$ cat src/rtl/blcc_pkg.sv
`timescale 1ns / 1ps
`default_nettype none

package blcc_pkg;

    localparam int unsigned BUTTON_W  = 5;
    localparam int unsigned LED_W     = 8;
    localparam int unsigned MODE_W    = 3;
    localparam int unsigned SPEED_W   = 4;
    localparam int unsigned TIME_W    = 16;
    localparam int unsigned CFG_W     = 8;
    localparam int unsigned STEP_W    = 3;
    localparam int unsigned S_DATA_W  = 8;
    localparam int unsigned M_DATA_W  = 16;

    localparam logic [CFG_W-1:0]   TICK_MS_RESET    = 8'd10;
    localparam logic [CFG_W-1:0]   DELAY_STEP_RESET = 8'd60;
    localparam logic [TIME_W-1:0]  DELAY_RESET      = 16'd900;
    localparam logic [TIME_W-1:0]  TIME_MAX         = 16'hFFFF;
    localparam logic [SPEED_W-1:0] SPEED_MAX        = 4'd15;
    localparam logic [STEP_W-1:0]  CHASE_LAST       = 3'd4;

    // configuration register indexes
    localparam logic CFG_TICK_MS    = 1'b0;
    localparam logic CFG_DELAY_STEP = 1'b1;

    // button positions
    localparam int unsigned BTN_LR   = 0;
    localparam int unsigned BTN_UP   = 1;
    localparam int unsigned BTN_DOWN = 2;
    localparam int unsigned BTN_RL   = 3;
    localparam int unsigned BTN_EXIT = 4;

    typedef enum logic [MODE_W-1:0] {
        MODE_OFF_REL = 3'd0,
        MODE_OFF     = 3'd1,
        MODE_LR_REL  = 3'd2,
        MODE_LR      = 3'd3,
        MODE_RL_REL  = 3'd4,
        MODE_RL      = 3'd5,
        MODE_ADJ_REL = 3'd6,
        MODE_ADJ     = 3'd7
    } mode_t;

    // code 3 is unused and behaves as idle
    typedef enum logic [1:0] {
        PHASE_IDLE       = 2'd0,
        PHASE_WAIT_REL   = 2'd1,
        PHASE_WAIT_PRESS = 2'd2
    } phase_t;

endpackage

`default_nettype wire

$ cat src/rtl/button_led_chaser_controller_unit.sv
`timescale 1ns / 1ps
`default_nettype none

// Channel   Direction  Item                         Handshake
// s_*       in         one tick: buttons_pressed    s_tvalid / s_tready
// m_*       out        led_pattern, mode, speed     m_tvalid / m_tready
// cfg_*     in         tick_ms, delay_step_ms       cfg_we, no wait
//
// One item per cycle sustained while m_tready does not stall the result. Ticks pass
// an input register, then the update logic (a 17-bit add and a 16-bit compare set
// the path) writes the state and the result register, which drives m_tvalid.
// Reset (rst_n, async, active low) gives mode off, speed 15, delay 900 ms.
// A stalled result register holds the item; the input register keeps taking
// a tick until it too is full.
module button_led_chaser_controller_unit
    import blcc_pkg::*;
(
    input  wire logic                clk,
    input  wire logic                rst_n,
    input  wire logic                s_tvalid,
    output logic                     s_tready,
    input  wire logic [S_DATA_W-1:0] s_tdata,   // [4:0] buttons_pressed
    output logic                     m_tvalid,
    input  wire logic                m_tready,
    output logic [M_DATA_W-1:0]      m_tdata,   // [7:0] led_pattern, [10:8] mode,
                                                // [14:11] speed
    input  wire logic                cfg_we,
    input  wire logic                cfg_index,
    input  wire logic [CFG_W-1:0]    cfg_wdata
);

    // configuration
    logic [CFG_W-1:0]    tick_ms_reg;
    logic [CFG_W-1:0]    delay_step_reg;

    // input register
    logic                in_valid_reg;
    logic [BUTTON_W-1:0] btn_reg;

    // controller state
    mode_t               mode_reg,    mode_next;
    phase_t              phase_reg,   phase_next;
    logic [TIME_W-1:0]   elapsed_reg, elapsed_next;
    logic [STEP_W-1:0]   step_reg,    step_next;
    logic [LED_W-1:0]    led_reg,     led_next;
    logic [SPEED_W-1:0]  speed_reg,   speed_next;
    logic [TIME_W-1:0]   delay_reg,   delay_next;

    // result register
    logic                out_valid_reg;
    logic [M_DATA_W-1:0] out_data_reg;

    logic                advance;
    logic                none;
    logic [TIME_W:0]     elapsed_sum;
    logic [TIME_W-1:0]   elapsed_tick;
    logic [TIME_W:0]     delay_up;
    logic                chase_en;
    logic                chase_left;
    logic                adjust_en;

    assign advance  = in_valid_reg && (!out_valid_reg || m_tready);
    assign s_tready = !in_valid_reg || advance;
    assign m_tvalid = out_valid_reg;
    assign m_tdata  = out_data_reg;

    assign none         = (btn_reg == '0);
    assign elapsed_sum  = {1'b0, elapsed_reg} + {{(TIME_W+1-CFG_W){1'b0}}, tick_ms_reg};
    assign elapsed_tick = elapsed_sum[TIME_W] ? TIME_MAX : elapsed_sum[TIME_W-1:0];
    assign delay_up     = {1'b0, delay_reg} + {{(TIME_W+1-CFG_W){1'b0}}, delay_step_reg};

    always_comb
    begin
        mode_next    = mode_reg;
        phase_next   = phase_reg;
        elapsed_next = elapsed_tick;
        step_next    = step_reg;
        led_next     = led_reg;
        speed_next   = speed_reg;
        delay_next   = delay_reg;
        chase_en     = 1'b0;
        chase_left   = 1'b0;
        adjust_en    = 1'b0;

        // mode update
        case (mode_reg)
            MODE_OFF_REL:
            begin
                if (none)
                    mode_next = MODE_OFF;
                step_next  = '0;
                led_next   = '0;
                phase_next = PHASE_WAIT_REL;
            end
            MODE_OFF:
            begin
                if (btn_reg[BTN_LR])
                    mode_next = MODE_LR_REL;
                else if (btn_reg[BTN_UP] || btn_reg[BTN_DOWN])
                    mode_next = MODE_ADJ_REL;
                else if (btn_reg[BTN_RL])
                    mode_next = MODE_RL_REL;
            end
            MODE_LR_REL:  if (none) mode_next = MODE_LR;
            MODE_LR:      if (btn_reg[BTN_LR]) mode_next = MODE_OFF_REL;
            MODE_RL_REL:  if (none) mode_next = MODE_RL;
            MODE_RL:      if (btn_reg[BTN_RL]) mode_next = MODE_OFF_REL;
            MODE_ADJ_REL: if (none) mode_next = MODE_ADJ;
            default:
            begin
                if (btn_reg[BTN_LR] || btn_reg[BTN_EXIT])
                    mode_next = MODE_OFF_REL;
            end
        endcase

        // mode action on the updated mode
        case (mode_next)
            MODE_OFF_REL, MODE_OFF:
            begin
                if (btn_reg[BTN_LR])
                    mode_next = MODE_LR_REL;
            end
            MODE_LR_REL, MODE_LR:
            begin
                chase_en   = 1'b1;
                chase_left = 1'b1;
            end
            MODE_RL_REL, MODE_RL:
            begin
                chase_en = 1'b1;
            end
            default:
            begin
                adjust_en = 1'b1;
            end
        endcase

        if (chase_en && (elapsed_tick >= delay_reg))
        begin
            elapsed_next = '0;
            if (step_reg > CHASE_LAST)
            begin
                led_next  = '0;
                step_next = STEP_W'(1);
            end
            else
            begin
                led_next  = chase_left ? {led_reg[LED_W-2:0], 1'b1}
                                       : {1'b1, led_reg[LED_W-1:1]};
                step_next = step_reg + STEP_W'(1);
            end
        end

        if (adjust_en)
        begin
            case (phase_reg)
                PHASE_WAIT_REL:
                begin
                    if (none)
                        phase_next = PHASE_WAIT_PRESS;
                end
                PHASE_WAIT_PRESS:
                begin
                    if (btn_reg[BTN_UP])
                    begin
                        phase_next = PHASE_WAIT_REL;
                        if (speed_reg < SPEED_MAX)
                        begin
                            delay_next = delay_up[TIME_W] ? TIME_MAX : delay_up[TIME_W-1:0];
                            speed_next = speed_reg + SPEED_W'(1);
                            led_next   = LED_W'(speed_next);
                        end
                    end
                    else if (btn_reg[BTN_DOWN])
                    begin
                        phase_next = PHASE_WAIT_REL;
                        if (speed_reg != '0)
                        begin
                            delay_next = (delay_reg > TIME_W'(delay_step_reg))
                                       ? delay_reg - TIME_W'(delay_step_reg) : '0;
                            speed_next = speed_reg - SPEED_W'(1);
                            led_next   = LED_W'(speed_next);
                        end
                    end
                end
                default: ;  // idle: adjust not yet armed
            endcase
        end
    end

    always_ff @(posedge clk or negedge rst_n)
    begin
        if (!rst_n)
        begin
            tick_ms_reg    <= TICK_MS_RESET;
            delay_step_reg <= DELAY_STEP_RESET;
        end
        else if (cfg_we)
        begin
            case (cfg_index)
                CFG_TICK_MS:    tick_ms_reg    <= cfg_wdata;
                CFG_DELAY_STEP: delay_step_reg <= cfg_wdata;
                default:        ;
            endcase
        end
    end

    always_ff @(posedge clk or negedge rst_n)
    begin
        if (!rst_n)
        begin
            in_valid_reg  <= 1'b0;
            out_valid_reg <= 1'b0;
            mode_reg      <= MODE_OFF;
            phase_reg     <= PHASE_IDLE;
            elapsed_reg   <= '0;
            step_reg      <= '0;
            led_reg       <= '0;
            speed_reg     <= SPEED_MAX;
            delay_reg     <= DELAY_RESET;
        end
        else
        begin
            if (s_tready)
                in_valid_reg <= s_tvalid;
            if (advance)
            begin
                out_valid_reg <= 1'b1;
                mode_reg      <= mode_next;
                phase_reg     <= phase_next;
                elapsed_reg   <= elapsed_next;
                step_reg      <= step_next;
                led_reg       <= led_next;
                speed_reg     <= speed_next;
                delay_reg     <= delay_next;
            end
            else if (m_tready)
                out_valid_reg <= 1'b0;
        end
    end

    // payload registers
    always_ff @(posedge clk)
    begin
        if (s_tready && s_tvalid)
            btn_reg <= s_tdata[BUTTON_W-1:0];
        if (advance)
            out_data_reg <= {1'b0, speed_next, mode_next, led_next};
    end

endmodule

`default_nettype wire
$ cat config.mk
export PLATFORM = sky130hd
export DESIGN_NAME = button_led_chaser_controller_unit
export DESIGN_NICKNAME = d
export VERILOG_FILES = /design/src/rtl/blcc_pkg.sv /design/src/rtl/button_led_chaser_controller_unit.sv
export SDC_FILE = /design/constraint.sdc
export NUM_CORES = 1
export LEC_CHECK = 0
export BUFFER_PORTS_ARGS = -buffer_cell sky130_fd_sc_hd__buf_2
export CORE_MARGIN = 4
export CORE_UTILIZATION = 50
export CTS_CLUSTER_SIZE = 8
export DETAILED_ROUTE_END_ITERATION = 12
export PLACE_DENSITY = 0.7
export SLEW_MARGIN = 20
export SYNTH_ARGS = -nofsm -noshare
export SYNTH_HDL_FRONTEND = slang
export SYNTH_SLANG_ARGS = --single-unit
$ cat constraint.sdc
create_clock -name clk -period 5.4 [get_ports clk]
set_input_delay 0 -clock clk [delete_from_list [all_inputs] [get_ports clk]]
set_output_delay 0 -clock clk [all_outputs]
set_load 0.01 [all_outputs]
# Word-level counts from Yosys, hierarchy flattened
# Cells that the tools add are included.
[op_classes] n_lt_le_gt_ge=4 addsub=6 n_mux=50 reduce_logical=25 n_bitwise=2 eq_ne=14
[ops] cell="$mux W16" count=8
[ops] cell="$mux W8" count=10
[ops] cell="$mux W3" count=15
[ops] cell="$add A16 B8 Y17" count=2
[ops] cell="$mux W4" count=6
[ops] cell="$pmux W3 S7" count=1
[ops] cell="$ge A16 B16 Y1" count=1
[ops] cell="$gt A16 B8 Y1" count=1
[ops] cell="$sub A16 B8 Y16" count=1
[ops] cell="$eq A3 B3 Y1 const B" count=5
[ops] cell="$eq A3 B2 Y1 const B" count=4
[ops] cell="$mux W2" count=5
[ops] cell="$reduce_bool A2 Y1" count=4
[ops] cell="$eq A3 B1 Y1 const B" count=2
[ops] cell="$logic_not A3 Y1" count=2
[ops] cell="$reduce_and A2 Y1" count=3
[ops] cell="$reduce_and A6 Y1" count=1
[ops] cell="$reduce_or A6 Y1" count=1
[ops] cell="$logic_not A5 Y1" count=1
[ops] cell="$add A4 B1 Y4 const B" count=1
[ops] cell="$logic_or A1 B1 Y1" count=4
[ops] cell="$lt A4 B4 Y1 const B" count=1
[ops] cell="$mux W1" count=4
[ops] cell="$pmux W2 S2" count=1
[ops] cell="12 further kinds" count=17
[totals] inputBits=22 word_cells=114 out_inout_bits=18 regBits=90

# Depth between registers and ports, before layout
# Gate-level depths: netlist of the first run.
[logic_depth] ltp_word=15 depth_mapped=18 ltp_nobuf=17

# Worst setup path before layout of the first run
# Ideal clock, no wire load.
[synth_timing] path_type="register to register" from="register tick_ms_reg[1]" to="register out_data_reg[3], in the netlist m_tdata[3], data pin" required_time_ns=5.141 period_less_slack_ns=4.029 stages_incl_launch_ff=17 n_path_buf=1 arrival_time_ns=3.770 setup_time_ns=0.259 setup_slack_ns=1.371 path_cell_list="dfstp_2 > ha_1 > a211o_1 > a2111oi_0 > o31ai_1 > nand3_1 > xor2_1 > nand2_1 > ha_1 > a21oi_1 > o21ai_0 > a2111oi_0 > o21ai_1 > nand2_4 > buf_6 > nor3_1 > o31a_1"
[synth_via] elab_chain_len=10 elab_cells_between_ends=11 classes_between="add/sub (1); order compare (1); mux (8); reduce/logical (1)"
[synth_rtl] element="start: declaration" line="button_led_chaser_controller_unit.sv:33" source="logic [CFG_W-1:0] tick_ms_reg;"
[synth_rtl] element="start signal: assignment" line="button_led_chaser_controller_unit.sv:201" source="CFG_TICK_MS: tick_ms_reg <= cfg_wdata;"
[synth_rtl] element="$add A16 B8 Y17 *" line="button_led_chaser_controller_unit.sv:68" source="assign elapsed_sum = {1'b0, elapsed_reg} + {{(TIME_W+1-CFG_W){1'b0}}, tick_ms_reg};"
[synth_rtl] element="$mux W16 *" line="button_led_chaser_controller_unit.sv:69" source="assign elapsed_tick = elapsed_sum[TIME_W] ? TIME_MAX : elapsed_sum[TIME_W-1:0];"
[synth_rtl] element="$ge A16 B16 Y1 *" line="button_led_chaser_controller_unit.sv:138" source="if (chase_en && (elapsed_tick >= delay_reg))"
[synth_rtl] element="$logic_and A1 B1 Y1 *" line="button_led_chaser_controller_unit.sv:138"
[synth_rtl] element="$mux W8 *" line="button_led_chaser_controller_unit.sv:138"
[synth_rtl] element="$mux W8" line="button_led_chaser_controller_unit.sv:177" source="if (speed_reg != '0)"
[synth_rtl] element="$mux W8" line="button_led_chaser_controller_unit.sv:174" source="else if (btn_reg[BTN_DOWN])"
[synth_rtl] element="$mux W8" line="button_led_chaser_controller_unit.sv:164" source="if (btn_reg[BTN_UP])"
[synth_rtl] element="$mux W8" line="button_led_chaser_controller_unit.sv:156" source="case (phase_reg)"
[synth_rtl] element="$mux W8 *" line="button_led_chaser_controller_unit.sv:154" source="if (adjust_en)"
[synth_rtl] element="net led_next[3]" line="button_led_chaser_controller_unit.sv:45" source="logic [LED_W-1:0] led_reg, led_next;"
[synth_rtl] element="end signal: assignment" line="button_led_chaser_controller_unit.sv:248" source="out_data_reg <= {1'b0, speed_next, mode_next, led_next};"
[synth_rtl] element="end: declaration" line="button_led_chaser_controller_unit.sv:51" source="logic [M_DATA_W-1:0] out_data_reg;"
# The timed path passes the listed nets; every way through them passes the cells marked *.
# A chain may end at the register's enable or synchronous reset.

# Worst setup path in the final report of the first run
# Same ends and word-level chain as after synthesis.

==> impl_results.md, run 1 <==
* Pin count of the biggest net entering global routing at 71
* Post-DRT Antenna Nets at 0
* RSZ-0062 raised after global routing: false
* I/O pin cnt at 40
* CP Class: reg2reg
* Die Wd at 121.5 µm
* Gate Count Post-Synth at 698
* Fin nets at 806
* Post-layout min period at 4.801 ns
* Min Hold Slack at 0.1890 ns
* CP Data Arrival Time at slightly below 5 ns
* Worst-path clk slew at 0.07 ns
* Yosys top cell area share at roughly a fifth
* Crit-path max cell delay at about 0.59 ns
* Largest area contributor in the netlist: dfrtp_1
* Total gr overflow at 0
* Final WL at 15,460 µm
* HP Class: in2reg
* EDFF count, synth at 20
* Clk Latency, worst-skew pair at 0.35 ns
* Final Setup Violations at 0
* Max-cap violations at 0
* Top FF cell, synth: dfrtp_1
* Critical Path End Type: flip-flop
* Crit path cell chain: ha_1 > a211o_1 > a2111oi_0 > o31ai_1 > nand3_1 > xor2_1 > nand2_1 > ha_1 > a21oi_1 > o21ai_0 > a2111oi_0 > o21ai_1 > nand2_4 > nor3_1 > o31a_1
* Hold_sp: cfg_index
* First-pass GRT wire length at 25,980 µm
* Flop-to-flop setup slack at between 0.5 and 0.6 ns
* Syn_nets at about 770
* Synth Cell Area at around 6400 µm²
* Clock sink count at 90
* # DRC at 0
* Reg-to-reg endpoint: m_tdata[3]
* Startpoint types: flip-flop
* Die Y at 121.5 µm
* Critical Path RT at 5.50 ns
* PortBufs at 35
* Slowest CP cell: a2111oi_0
* Post-CTS setup buffers at 0
* Period utilization at roughly 89%
* Core area at 12,620 µm²
* Slew Viols, Final at 0
* Worst flop-to-flop path startpoint: tick_ms_reg[1]
* Leakage at 3.041 nW
* Outcome: finished, final reports clean
* Initial drt markers at 387
* Starting Density at approximately half
* Ratio of cells with drive above 1 in the final layout at 15.41%
* Max_slew headroom at 35.96%
* Power density cells at 359.9 nW/µm²
* Worst clock skew at 0.009394 ns
* Ys Warns at 0
* WHS Path Cells at 3
* DR vias at 5,555
* Clock Tree Buf Depth at 2
* Clk root buf: clkbuf_16
* Ys async rst share at just under 80%
* Syn Area/Cell at 9.226 µm²
* Clock buffers created by TritonCTS at 9
* Post-CTS sizing at 0
* CTS H-Tree Depth at 3
* Library cells used by synthesis at 83
* DR pass1 iterations at 5
* Layout area overhead at 11.75%
* FP Rows at 41
* Final Hold Fails at 0
* Max VDD drop at 0.0002354 V
* Post-synthesis register bit count at 90
* FF-to-FF path depth at 15
* Slew @ Worst Pin at 0.9605 ns
* Number of global-route vias before repair at 5,416
* WL/cell at 16.95 µm
* Max Freq at between 200 and 250 MHz
* DP Wirelength at 10,980 µm
* Number of diodes at 0
* Gpl congestion at 0.9161
* Min-Delay Endpoint: tick_ms_reg[0]
* Register area share after synthesis at a little under two fifths
* Most frequent cells after synthesis: a21oi_1 (57), dfrtp_1 (55), inv_1 (53)
* CTS tree: built
* Vias per cell at 6.091
* TNS Setup at 0 ns
* Worst-path fanout max at 26
* Ranking of synthesized cells by area: dfrtp_1 (21%), edfxtp_1 (9.3%), ha_1 (8.9%)
* Die Footprint at 14,760 µm²
* GRT Resource Usage Total at 21.81%
* Count leader, synth: a21oi_1
* Initial antenna violation count at 0
## layer usage
layer / up-vias / routed length, µm / global-route usage, %
met5: - / 0 / 0
met4: 0 / 268 / 7.213
met3: 24 / 726 / 3.776
met2: 170 / 7408 / 35.23
met1: 2719 / 7054 / 29.73
li1: 2642 / - / -
## per-stage QoR
stage | util, % | area (µm²) | total power [mW] | setup slack, ns | instances
CTS | 57.03 | 7197 | 2.597 | 0.6409 | 912
floorplan | - | 6440 | 1.704 | 1.371 | 698
global placement | 53.34 | 6731 | 1.899 | 0.7450 | 879
detailed placement | 53.34 | 6731 | 1.942 | 0.6622 | 879
finish | 57.03 | 7197 | 2.590 | 0.5988 | 912
global route | 57.03 | 7197 | 2.776 | 0.1911 | 912
## critical path, delay by kind of cell (launching register included)
kind | cells | cell delay, ns
flops | 1 | 0.56
fa+ha+maj | 2 | 0.58
compound gates | 8 | 2.49
xor+xnor | 1 | 0.19
simple gates | 4 | 0.72
## worst max path at each step
stage	start	endpoint	slack (ns)	cells past startpoint
after floorplan	tick_ms_reg[1]	m_tdata[3]	1.37	16
after global placement	tick_ms_reg[1]	m_tdata[3]	0.74	15
final	tick_ms_reg[1]	m_tdata[3]	0.60	15
after detailed placement	tick_ms_reg[1]	m_tdata[3]	0.66	15
after CTS	tick_ms_reg[1]	m_tdata[3]	0.64	15
after global routing	tick_ms_reg[2]	m_tdata[3]	0.19	15
## kinds of logic after synthesis
family	count (synthesis)	synth area share, %
adder cells (fa/ha/maj)	49	9.870
flip-flops	90	36.82
buffers and inverters	86	5.440
XOR/XNOR	29	3.944
other	1	0.05823
AO/OA/AOI/OAI	209	22.89
AND/OR/NAND/NOR	210	16.83
multiplexers	24	4.158
## cells in the final DEF, fill, tap and decap left out, types with 5 or more instances in the layout
cell type       n
o22ai_1         8
xnor2_1        22
a21o_1          7
a221oi_1       12
nor2b_1         8
nor2_1         44
clkbuf_16      10
a211oi_1        6
nor3_1         17
o21a_1         10
buf_2          35
a22o_1          8
nand2_1        52
nand4_1         8
nand3_1        24
or3_1          10
edfxtp_1       20
a21oi_1        57
mux2_2         22
buf_4           7
dfrtp_1        55
and2_1          7
dfstp_2        15
a31oi_1         6
and3_1          5
xor2_1          7
dlygate4sd3_1  17
ha_1           46
inv_1          53
nand2b_1       10
o21ai_0        28
## final cells by class
class,instances,area (µm²)
well taps,172,215.2
repair buffers,59,397.9
clock inverters,5,41.29
flip-flops and latches,90,2371
multi-input cells,522,3719
fillers,1131,5423
clock buffers,11,254.0
inverters,53,198.9
## power by group
group / internal, mW / switching, mW
Sequential: 0.816 / 0.0994
Combinational: 0.449 / 0.595
Clock: 0.348 / 0.283
## timing repair
action | 4_1_cts | 5_1_grt
endpoints found under the setup margin | 0 | 0
hold endpoints to repair | 78 | 0
hold buffers | 17 | 0
Note: power is estimated with default switching activity, not from simulation.
==> run 2: changes to the inputs <==
CORE_UTILIZATION = 25   (was 50)
PLACE_DENSITY = 0.42   (was 0.7)
clock period = 6.2 ns   (was 5.4 ns; I/O delays follow)
==> impl_results.md, run 2 (same netlist as run 1, synthesis figures left out) <==
* Outcome: finished, final reports clean
* Post-CTS setup buffers at 0
* Post-CTS sizing at 0
* Fin nets at 804
* GRT Resource Usage Total at 12.27%
* Leakage at 3.011 nW
* Clock buffers created by TritonCTS at 9
* Min-Delay Endpoint: tick_ms_reg[4]
* WL/cell at 15.81 µm
* Final Setup Violations at 0
* DR pass1 iterations at 6
* Final WL at 16,890 µm
* Startpoint types: flip-flop
* TNS Setup at 0 ns
* Slew @ Worst Pin at 0.9516 ns
* Initial antenna violation count at 0
* Pin count of the biggest net entering global routing at 71
* Clock Tree Buf Depth at 2
* Slew Viols, Final at 0
* Die Footprint at 28,390 µm²
* Starting Density at between 20 and 30%
* Gpl congestion at around 0.80
* PortBufs at 35
* Setup ws final at between 1 and 1.5 ns
* Slowest CP cell: a2111oi_0
* DP Wirelength at between 10,000 and 15,000 µm
* Max Freq at between 200 and 250 MHz
* # DRC at 0
* CP Class: reg2reg
* Hold_buf cts at 17
* Worst-path fanout max at 26
* Die Y at ~170 µm
* FF-to-FF path depth at 15
* Critical Path RT at 6.30 ns
* Place WS at 1.318 ns
* HP Class: in2reg
* DR vias at 5,262
* Cell mode on critical path: ha_1
* Number of diodes at 0
* Layout area overhead at 14.30%
* Number of global-route vias before repair at ~5,300
* Max_slew headroom at 36.14%
* Post-layout min period at 4.768 ns
* Core area at 25,250 µm²
* Max-cap violations at 0
* Power density cells at 301.0 nW/µm²
* First-pass GRT wire length at 28,430 µm
* Worst clock skew at 0.01266 ns
* CTS H-Tree Depth at 3
* Die Wd at ~170 µm
* Clock sink count at 90
* CTS tree: built
* RSZ-0062 raised after global routing: false
* Worst-path clk slew at 0.07 ns
* Post-DRT Antenna Nets at 0
* Flop-to-flop setup slack at 1.43 ns
* Most frequent cells in the layout: a21oi_1 (57), dfrtp_1 (55), inv_1 (53), nand2_1 (52), ha_1 (46)
* Commonest non-fill, non-tap cell in the layout: a21oi_1
* Critical Path End Type: flip-flop
* Crit path cell chain: ha_1 > a211o_1 > a2111oi_0 > o31ai_1 > nor3b_1 > xnor2_1 > nand2_1 > ha_1 > nand4_1 > nor2_1 > o211ai_1 > o21ai_1 > nand2_4 > and3_1 > o31a_1
* Crit path from: tick_ms_reg[1]
* Reg-to-reg endpoint: m_tdata[3]
* Ratio of cells with drive above 1 in the final layout at between 15 and 20%
* Period utilization at between 70% and 80%
* Delay-heaviest family, CP: compound AO/OA/AOI/OAI gates
* Buf/Inv on CP at 0
* Worst flop-to-flop path startpoint: tick_ms_reg[1]
* WHS Path Cells at 3
* CP Data Arrival Time at between 4 and 5 ns
* Initial drt markers at 312
* Vias per cell at 4.927
* Final Hold Fails at 0
* I/O pin cnt at 40
* Crit-path max cell delay at 0.59 ns
* Max VDD drop at between 0.00009 and 0.0001 V
* Total gr overflow at 0
* Clk root buf: clkbuf_16
* Hold_sp: cfg_index
* Total power at ~2.2 mW
* FP Rows at between 50 and 60
* Clk Latency, worst-skew pair at 0.35 ns
* Fillers at 2,660
## run 2: worst max-delay path by stage
stage	endpoint	slack, ns	cells past startpoint
final	m_tdata[3]	1.43	15
after global routing	m_tdata[3]	0.98	15
after detailed placement	m_tdata[3]	1.32	15
after floorplan	m_tdata[3]	2.17	16
after global placement	m_tdata[3]	1.28	15
after CTS	m_tdata[3]	1.30	15
## run 2: final cells by class
class                      count  area, µm²  share of cell area (%)
clock buffer                  10      229.0                   3.111
clock inverter                 6      41.29                  0.5609
inverter                      53      198.9                   2.703
multi-input combinational    522       3719                   50.52
sequential                    90       2371                   32.21
tap                          330      412.9                   5.609
timing repair buffer          57      389.1                   5.286
## run 2: tightest hold or removal path: cells and delay by family
| kind | cells | cell delay [ns] |
|---|---|---|
| AND/OR/NAND/NOR | 1 | 0.15 |
| multiplexers | 1 | 0.27 |
| buffers and inverters | 1 | 0.09 |
## run 2: where the power goes
group / internal (mW) / leakage, nW / total, mW / switching, mW
registers: 0.711 / 0.997 / 0.799 / 0.0880
logic: 0.388 / 1.89 / 0.891 / 0.503
clock network: 0.273 / 0.127 / 0.526 / 0.253
total: 1.37 / 3.01 / 2.22 / 0.844
## run 2: per-layer routing
| layer | vias to the layer above | GRT usage, % | share of wire, % |
|---|---|---|---|
| met1 | 2557 | 17.97 | 52 |
| met5 | - | 0 | 0 |
| met3 | 9 | 1.635 | 2.0 |
| li1 | 2642 | - | - |
| met2 | 54 | 19.32 | 45 |
| met4 | 0 | 2.752 | 0.85 |
## run 2: through the flow
stage          hold slack [ns]  std cells  cell area (µm²)  util (%)
6_report                0.1921       1068             7361     29.15
5_1_grt                 0.2064       1068             7361     29.15
4_1_cts                 0.1873       1068             7357     29.13
3_5_place_dp            0.1789       1035             6917     27.39
3_3_place_gp            0.1764       1035             6917     27.39
2_1_floorplan          -0.2956        698             6440         -
